$ cat src/rtl/hcbd_pkg.sv
// ----------------------------------------------------------------------------
// hcbd_pkg
// Shared types and constants of the chunked body decoder: decode phases,
// character codes, register map and the packing of the result tdata word.
// ----------------------------------------------------------------------------
package hcbd_pkg;

	// decode phase of the current chunk
	typedef enum logic [2:0] {
		PH_LEAD      = 3'd0,
		PH_LEAD_CR   = 3'd1,
		PH_DIGITS    = 3'd2,
		PH_DIGITS_CR = 3'd3,
		PH_DATA      = 3'd4,
		PH_TRAIL     = 3'd5,
		PH_TRAIL_CR  = 3'd6,
		PH_FINISHED  = 3'd7
	} phase_t;

	// character codes
	localparam logic [7:0] CH_CR  = 8'h0D;
	localparam logic [7:0] CH_LF  = 8'h0A;
	localparam logic [7:0] CH_SP  = 8'h20;
	localparam logic [7:0] CH_TAB = 8'h09;
	localparam logic [7:0] CH_VT  = 8'h0B;
	localparam logic [7:0] CH_FF  = 8'h0C;

	// buffer size limits
	localparam int unsigned MAX_BUFFER   = 65536;
	localparam int unsigned ADDR_SPACE   = 65536;
	localparam int unsigned CAP_MAX_INT  = (MAX_BUFFER < ADDR_SPACE) ? MAX_BUFFER : ADDR_SPACE;
	localparam logic [16:0] CAP_MAX      = 17'(CAP_MAX_INT);
	localparam logic [16:0] CAP_RESET    = 17'd4096;

	// register map, register index taken from paddr[2]
	localparam logic        REG_CAPACITY = 1'b0;

	// result tdata layout
	localparam int unsigned OUT_WE_BIT   = 0;
	localparam int unsigned OUT_ADDR_LSB = 1;
	localparam int unsigned OUT_DATA_LSB = 17;
	localparam int unsigned OUT_LEN_LSB  = 25;
	localparam int unsigned OUT_SAW_BIT  = 41;
	localparam int unsigned OUT_USED_W   = 42;
	localparam int unsigned OUT_TDATA_W  = 48;

endpackage

$ cat src/rtl/http_chunked_body_decoder.sv
// ----------------------------------------------------------------------------
// http_chunked_body_decoder
// Decodes an HTTP chunked body one raw byte per transfer into buffer writes
// and reports the committed body length on the final byte.
// ----------------------------------------------------------------------------
// Usage:
// - s_* stream: one raw body byte per transfer in s_tdata[7:0], s_tlast marks
//   the final byte of the body.
// - m_* stream: exactly one result transfer per input transfer, in order.
//   It carries the buffer write (enable, address, data), the committed
//   length and the last-chunk flag; m_tlast echoes the input s_tlast.
// - APB port: register 0 (paddr 0) is the buffer capacity, terminator slot
//   included; write it only while no transfer is in flight.
// Each byte passes an input register, then one pass of decode logic into
// the result register. Throughput is one byte per clock while m_tready
// does not stall the result; the per-byte state update (size line parser,
// data counters) completes in that single decode pass.
// Reset clears all decode state and loads capacity 4096. After the result
// of a byte with s_tlast the decode state returns to reset, capacity kept.
// When m_tready is low the result register holds; the input register still
// takes one more byte, and s_tready drops only when both are full.
// ----------------------------------------------------------------------------
module http_chunked_body_decoder
	import hcbd_pkg::*;
#(
	parameter int unsigned SIZE_LINE_CHARS = 31
) (
	input  logic        clk,
	input  logic        arst_n,
	// input stream
	input  logic        s_tvalid,
	output logic        s_tready,
	input  logic [7:0]  s_tdata,   // [7:0] data_byte
	input  logic        s_tlast,   // last_byte
	// result stream
	output logic        m_tvalid,
	input  logic        m_tready,
	// [0] write_enable, [16:1] write_address, [24:17] write_data,
	// [40:25] body_length, [41] saw_last_chunk, [47:42] zero
	output logic [47:0] m_tdata,
	output logic        m_tlast,   // body_done
	// configuration
	input  logic        psel,
	input  logic        penable,
	input  logic        pwrite,
	input  logic [2:0]  paddr,
	input  logic [31:0] pwdata,
	output logic [31:0] prdata,
	output logic        pready
);

	localparam int unsigned CNT_W = $clog2(SIZE_LINE_CHARS + 1);

	typedef struct packed {
		phase_t          ph;
		logic [30:0]     acc;
		logic            stop;
		logic [CNT_W-1:0] cnt;
	} line_t;

	function automatic logic is_space(logic [7:0] c);
		return (c == CH_SP) || (c == CH_TAB) || (c == CH_LF) || (c == CH_VT) ||
			(c == CH_FF) || (c == CH_CR);
	endfunction

	// one character of the size line, within the character budget
	function automatic line_t line_char(line_t s, logic [7:0] c);
		line_t      r;
		logic       hex;
		logic [3:0] d;
		r   = s;
		hex = 1'b1;
		d   = 4'd0;
		if (c >= "0" && c <= "9") begin
			d = 4'(c - "0");
		end else if (c >= "a" && c <= "f") begin
			d = 4'(c - "a" + 8'd10);
		end else if (c >= "A" && c <= "F") begin
			d = 4'(c - "A" + 8'd10);
		end else begin
			hex = 1'b0;
		end
		if (s.cnt < CNT_W'(SIZE_LINE_CHARS)) begin
			r.cnt = s.cnt + 1'b1;
			if (!(s.ph == PH_LEAD && is_space(c))) begin
				r.ph = PH_DIGITS;
				if (!s.stop) begin
					if (!hex) begin
						r.stop = 1'b1;
					end else if (s.acc[30:27] != 4'd0) begin
						r.acc = '1;
					end else begin
						r.acc = {s.acc[26:0], d};
					end
				end
			end
		end
		return r;
	endfunction

	// a byte while on the size line
	function automatic line_t size_byte(line_t s, logic [7:0] c);
		line_t r;
		r = s;
		if (c == CH_CR) begin
			r.ph = (s.ph == PH_LEAD) ? PH_LEAD_CR : PH_DIGITS_CR;
		end else begin
			r = line_char(s, c);
		end
		return r;
	endfunction

	// configuration register
	logic [16:0] capacity_q;
	logic        cfg_wr;

	assign pready = 1'b1;
	assign cfg_wr = psel && penable && pwrite && pready && (paddr[2] == REG_CAPACITY);
	assign prdata = (paddr[2] == REG_CAPACITY) ? {15'd0, capacity_q} : 32'd0;

	always_ff @(posedge clk or negedge arst_n) begin
		if (!arst_n) begin
			capacity_q <= CAP_RESET;
		end else if (cfg_wr) begin
			capacity_q <= pwdata[16:0];
		end
	end

	// input register
	logic       valid_s1;
	logic [7:0] byte_s1;
	logic       last_s1;
	logic       out_ready;
	logic       adv;

	logic                   out_valid_q;
	logic [OUT_TDATA_W-1:0] out_data_q;
	logic                   out_last_q;

	assign out_ready = !out_valid_q || m_tready;
	assign adv       = valid_s1 && out_ready;
	assign s_tready  = !valid_s1 || out_ready;

	always_ff @(posedge clk or negedge arst_n) begin
		if (!arst_n) begin
			valid_s1 <= 1'b0;
		end else if (s_tready) begin
			valid_s1 <= s_tvalid;
		end
	end

	always_ff @(posedge clk) begin
		if (s_tvalid && s_tready) begin
			byte_s1 <= s_tdata;
			last_s1 <= s_tlast;
		end
	end

	// decode state
	phase_t           phase_q;
	logic [30:0]      acc_q;
	logic             stop_q;
	logic [CNT_W-1:0] cnt_q;
	logic [30:0]      remain_q;
	logic [15:0]      commit_q;
	logic [15:0]      ptr_q;

	line_t       ln_n;
	logic [30:0] remain_n;
	logic [15:0] commit_n;
	logic [15:0] ptr_n;
	logic        we;
	logic [15:0] limit;

	logic [OUT_TDATA_W-1:0] out_word;

	// write limit from capacity, clamped
	always_comb begin
		logic [16:0] cap_eff;
		cap_eff = capacity_q;
		if (cap_eff == 17'd0) begin
			cap_eff = 17'd1;
		end
		if (cap_eff > CAP_MAX) begin
			cap_eff = CAP_MAX;
		end
		limit = 16'(cap_eff - 17'd1);
	end

	// next state for the byte in the input register
	always_comb begin
		line_t cur;
		line_t fresh;
		line_t tmp;
		cur      = '{ph: phase_q, acc: acc_q, stop: stop_q, cnt: cnt_q};
		fresh    = '{ph: PH_LEAD, acc: '0, stop: 1'b0, cnt: '0};
		tmp      = fresh;
		ln_n     = cur;
		remain_n = remain_q;
		commit_n = commit_q;
		ptr_n    = ptr_q;
		we       = 1'b0;
		unique case (phase_q)
			PH_LEAD, PH_DIGITS: begin
				ln_n = size_byte(cur, byte_s1);
			end
			PH_LEAD_CR, PH_DIGITS_CR: begin
				if (byte_s1 == CH_LF) begin
					// end of size line
					ln_n = fresh;
					if (acc_q == 31'd0) begin
						ln_n.ph = PH_FINISHED;
					end else begin
						remain_n = acc_q;
						ptr_n    = commit_q;
						ln_n.ph  = PH_DATA;
					end
				end else begin
					// lone CR is an ordinary line character
					tmp    = cur;
					tmp.ph = (phase_q == PH_LEAD_CR) ? PH_LEAD : PH_DIGITS;
					tmp    = line_char(tmp, CH_CR);
					ln_n   = size_byte(tmp, byte_s1);
				end
			end
			PH_DATA: begin
				we       = (ptr_q < limit);
				ptr_n    = ptr_q + 16'(we);
				remain_n = remain_q - 31'(remain_q != 31'd0);
				if (remain_n == 31'd0 || ptr_n >= limit) begin
					commit_n = ptr_n;
				end
				if (remain_n == 31'd0) begin
					ln_n.ph = PH_TRAIL;
				end
			end
			PH_TRAIL: begin
				if (byte_s1 == CH_CR) begin
					ln_n.ph = PH_TRAIL_CR;
				end else begin
					ln_n = size_byte(fresh, byte_s1);
				end
			end
			PH_TRAIL_CR: begin
				ln_n = fresh;
				if (byte_s1 != CH_LF) begin
					tmp  = line_char(fresh, CH_CR);
					ln_n = size_byte(tmp, byte_s1);
				end
			end
			default: begin
			end
		endcase
	end

	// state registers, cleared after the final byte
	always_ff @(posedge clk or negedge arst_n) begin
		if (!arst_n) begin
			phase_q  <= PH_LEAD;
			acc_q    <= '0;
			stop_q   <= 1'b0;
			cnt_q    <= '0;
			remain_q <= '0;
			commit_q <= '0;
			ptr_q    <= '0;
		end else if (adv) begin
			if (last_s1) begin
				phase_q  <= PH_LEAD;
				acc_q    <= '0;
				stop_q   <= 1'b0;
				cnt_q    <= '0;
				remain_q <= '0;
				commit_q <= '0;
				ptr_q    <= '0;
			end else begin
				phase_q  <= ln_n.ph;
				acc_q    <= ln_n.acc;
				stop_q   <= ln_n.stop;
				cnt_q    <= ln_n.cnt;
				remain_q <= remain_n;
				commit_q <= commit_n;
				ptr_q    <= ptr_n;
			end
		end
	end

	// result word packing
	always_comb begin
		out_word                       = '0;
		out_word[OUT_WE_BIT]           = we;
		out_word[OUT_ADDR_LSB +: 16]   = we ? ptr_q : 16'd0;
		out_word[OUT_DATA_LSB +: 8]    = we ? byte_s1 : 8'd0;
		out_word[OUT_LEN_LSB +: 16]    = last_s1 ? commit_n : 16'd0;
		out_word[OUT_SAW_BIT]          = (ln_n.ph == PH_FINISHED);
	end

	// result register
	always_ff @(posedge clk or negedge arst_n) begin
		if (!arst_n) begin
			out_valid_q <= 1'b0;
		end else if (out_ready) begin
			out_valid_q <= valid_s1;
		end
	end

	always_ff @(posedge clk) begin
		if (adv) begin
			out_data_q <= out_word;
			out_last_q <= last_s1;
		end
	end

	assign m_tvalid = out_valid_q;
	assign m_tdata  = out_data_q;
	assign m_tlast  = out_last_q;

endmodule

$ cat config.mk
export PLATFORM = sky130hd
export DESIGN_NAME = http_chunked_body_decoder
export DESIGN_NICKNAME = d
export VERILOG_FILES = /design/src/rtl/hcbd_pkg.sv /design/src/rtl/http_chunked_body_decoder.sv
export SDC_FILE = /design/constraint.sdc
export NUM_CORES = 1
export LEC_CHECK = 0
export ABC_CLOCK_PERIOD_IN_PS = 8700
export BUFFER_PORTS_ARGS = -buffer_cell sky130_fd_sc_hd__buf_2
export CAP_MARGIN = 15
export CORE_ASPECT_RATIO = 0.7
export CORE_MARGIN = 3
export CORE_UTILIZATION = 52
export CTS_BUF_LIST = sky130_fd_sc_hd__clkbuf_8
export DETAILED_ROUTE_END_ITERATION = 10
export GPL_ROUTABILITY_DRIVEN = 0
export PLACE_DENSITY_LB_ADDON = 0.1
export SLEW_MARGIN = 20
export SYNTH_ARGS = -nofsm -noshare
export SYNTH_HDL_FRONTEND = slang
export SYNTH_SLANG_ARGS = --single-unit
$ cat constraint.sdc
create_clock -name clk -period 8.7 [get_ports clk]
set_input_delay 0.87 -clock clk [delete_from_list [all_inputs] [get_ports clk]]
set_output_delay 0.87 -clock clk [all_outputs]
set_load 0.05 [all_outputs]
==> metrics.md <==
| Metric | Value |
|---|---|
| Routed Antenna Nets | `0` |
| Relative slew margins | `between 20% and 30%` |
| Diodes inserted | `0` |
| Sw power | `0.000683 W` |
| Power density over cell area | `168 nW/um2` |
| Most frequent cell after synthesis | `o21ai_0` |
| Number of synthesized flops with an enable pin | `52` |
| DR WL/cell | `18.2 um` |
| Final core occ | `58.8%` |
| Initial antenna violation count | `0` |
| Post-synthesis simple-gate area fraction | `21.6%` |
| Total of max-cap violations | `0` |
| Clock root buffer | `clkbuf_8` |
| Starting Density | `53.6%` |
| Clk slew on worst S/H paths | `0.10 ns` |
| Asr flop ratio synth | `70.1%` |
| Synth Area in Compound Gates | `21.0%` |
| Die area | `22,500 um2` |
| Worst Path Arrival | `about 8.2 ns` |
| Most used cell, CP | `a21o_1` |
| Critical path startpoint category | `flop` |
| Hold Violations, Final | `0` |
| Max VDD drop | `123 uV` |
| Drt pass-1 iters | `5` |
| Drt via density | `5.96` |
| Leading area contributor after synthesis | `dfrtp_1` |
| Die span in x | `178 um` |
| Fin crit period | `just under 8 ns` |
| DRC viols | `0` |
| Share of the synthesized area in the top cell type | `28.1%` |
| Post-Synthesis Cells | `1,204` |
| Post-Synth Adder-Cell Area | `4.88%` |
| Iter 0 DRT Violations | `966` |
| Largest net degree at the start of global routing | `~90` |
| Int Power | `0.00130 W` |
| CP endpoint kind | `flop` |
| Hold-fix buffers at CTS | `0` |
| Synthesis Warnings | `0` |
| Post-synthesis mux area share | `slightly above 2%` |
| Remaining global-route overflow | `0` |
| I/O Buffers | `95` |
| #FFs+latches synth | `174` |
| Worst skew pair latency | `approximately 0.48 ns` |
| Synth-to-layout area growth | `9.65%` |
| Main combinational cell family by area after synthesis | `simple AND/OR/NAND/NOR gates` |
| Worst min-delay path class | `primary input to async pin` |
| CTS buffer count | `17` |
| Final HPWL DP | `19,400 um` |
| Highest-delay cell along the critical path | `dfrtp_1` |
| Num ports | `135` |
| Worst Max-Slew Pin Slew | `1.05 ns` |
| Setup total negative slack | `0 ns` |
| Skew final | `0.0249 ns` |
| Setup slack, reg-to-reg | `0.75 ns` |
| Multi-input gate area | `between 5000 and 6000 um2` |
| TritonCTS clock tree | `done` |
| Row count | `43` |
| Unrepaired setup endpoints after global routing | `false` |
| Routed wire length | `between 20,000 and 30,000 um` |
| Top_reg_cell synth | `dfrtp_1` |
| Post-Syn Area | `approximately 11,000 um2` |
| Layout cell share with drive strength beyond 1 | `15.8%` |
| Period utilization | `91.4%` |
| Clock share of power | `29.9%` |
| Net Sw Frac | `34.5%` |
| Flip-flop and latch area | `approximately 4600 um2` |
| Vias | `9,232` |
| Fillcell total | `roughly 1,800` |
| Leakage | `between 5 and 6 nW` |
| Critical setup path kind | `flop to flop` |
| WP data required | `approximately 9 ns` |
| Gate power share | `22.3%` |
| Post-synthesis sequential area ratio | `42.9%` |
| Crit Path Max Fanout | `14` |
| Post-layout nets | `1,359` |
| Post-synthesis xor/xnor area fraction | `under 10%` |
| Clk sinks | `roughly 170` |
| Max Root-Sink Buffers | `2` |
| Fmax | `126 MHz` |
| Final setup viols | `0` |
| Number of setup buffers added after CTS | `0` |
| Placeable Area | `about 20,000 um2` |
| Top cells by area, synth | `dfrtp_1 28%, edfxtp_1 15%, o21ai_0 6.5%` |
| Slew Viols, Final | `0` |
| Die Y | `126 um` |
| CP max stage delay | `0.48 ns` |
| Vias in the first global route | `8,607` |
| Synth cell count leaders | `140 x o21ai_0, 129 x nor2_1, 121 x dfrtp_1` |
| Outcome | `completed` |
| Average cell area after synthesis | `8.94 um2` |
| GR Util All Layers | `25.8%` |
| Synth cell types | `80` |
| Clock H-tree levels | `4` |
| First-pass GRT wire length | `46,100 um` |
| Flop pwr share | `47.8%` |
-- cell families after synthesis --
logic type | count (synthesis)
AO/OA/AOI/OAI | 351
XOR/XNOR | 25
adder cells (fa/ha/maj) | 42
buffers and inverters | 126
flip-flops | 174
multiplexers | 20
other | 2
AND/OR/NAND/NOR | 464
-- placed cells by master (no fill, tap or decap), drive strengths merged, types with 4 or more instances in the layout --
cell,n
xor2,12
ha,42
or4b,4
xnor2,13
or4,5
o211ai,4
o31ai,13
nor2,129
nor3b,6
a22oi,7
o2bb2ai,14
o21a,5
nor4,23
clkinv,4
nand2,107
a21oi,73
and2,31
nor2b,22
a32oi,5
or3,9
o21ai,150
and3,12
dfrtp,121
a21o,8
or2,9
mux2,17
buf,117
nor3,44
a32o,5
edfxtp,52
o22ai,5
a31oi,10
nand3,25
nand4,17
a211oi,5
o211a,13
nand2b,10
clkbuf,19
conb,22
inv,38
-- final cells by class --
cell class / instances / share of cell area, %
well taps: 270 / 2.86
multi-input cells: 924 / 47.9
inverters: 32 / 1.02
clock inverters: 13 / 1.17
flip-flops and latches: 174 / 39.1
clock buffers: 19 / 2.22
repair buffers: 117 / 5.72
-- what timing repair did --
action | CTS | global route
setup endpoints to repair | 0 | 10
gates resized for setup | 0 | 1
endpoints found under the hold margin | 0 | 0
-- registers in the layout, indices dropped and copies added, names as in the netlist --
signal	flops
m_tlast	1
commit_q	16
stop_q	1
last_s1	1
remain_q	31
m_tvalid	1
ptr_q	16
valid_s1	1
m_tdata	42
acc_q	31
capacity_q	17
byte_s1	8
phase_q	3
cnt_q	5
-- power groups by stage --
stage / sequential, W / combinational, W / clock (W)
after detailed placement: 0.000962 / 0.000436 / 0
after floorplan: 0.000975 / 0.000309 / 0
after global placement: 0.000962 / 0.000428 / 0
after global routing: 0.000956 / 0.000489 / 0.000639
final: 0.000948 / 0.000442 / 0.000592
after CTS: 0.000946 / 0.000440 / 0.000599
-- routing by layer --
| metal | global-route usage [%] | up-vias | share of wire (%) |
|---|---|---|---|
| met2 | 35.4 | 334 | 41 |
| met3 | 6.31 | 21 | 8.0 |
| met4 | 5.26 | 0 | 1.0 |
| li1 | - | 4475 | - |
| met5 | 0 | - | 0 |
| met1 | 41.1 | 4402 | 50 |
-- critical path: cells and delay by family, from the launching register on --
kind                       cells  cell delay, ns
AOI/OAI and AO/OA             15            3.08
and+or+nand+nor                7            1.78
adders and majority gates      4            1.06
buffers and inverters          4            0.73
xor gates and xnor gates       2            0.53
DFF                            1            0.48
-- path summary, 6_finish.rpt --
| check | depth (start not counted) | startpoint | endpoint |
|---|---|---|---|
| max in group asynchronous | 3 | arst_n | ptr_q[9] |
| min reg2reg | 1 | valid_s1 | m_tvalid |
| min in group clk | 1 | valid_s1 | m_tvalid |
| max reg2reg | 32 | capacity_q[2] | m_tdata[35] |
| max | 32 | capacity_q[2] | m_tdata[35] |
| min | 1 | arst_n | capacity_q[14] |
-- per-stage QoR --
step | cell area [um2] | total power (W) | hold WS [ns] | worst slack, ns | cells
2_1_floorplan | 10800 | 0.00128 | 0.457 | 1.61 | 1224
3_3_place_gp | 11400 | 0.00139 | 0.482 | 0.906 | 1516
3_5_place_dp | 11400 | 0.00140 | 0.490 | 0.891 | 1516
4_1_cts | 11800 | 0.00198 | 0.516 | 0.833 | 1548
5_1_grt | 11800 | 0.00208 | 0.293 | 0.0131 | 1549
6_report | 11800 | 0.00198 | 0.298 | 0.748 | 1549
(Power assumes the default switching activity.)
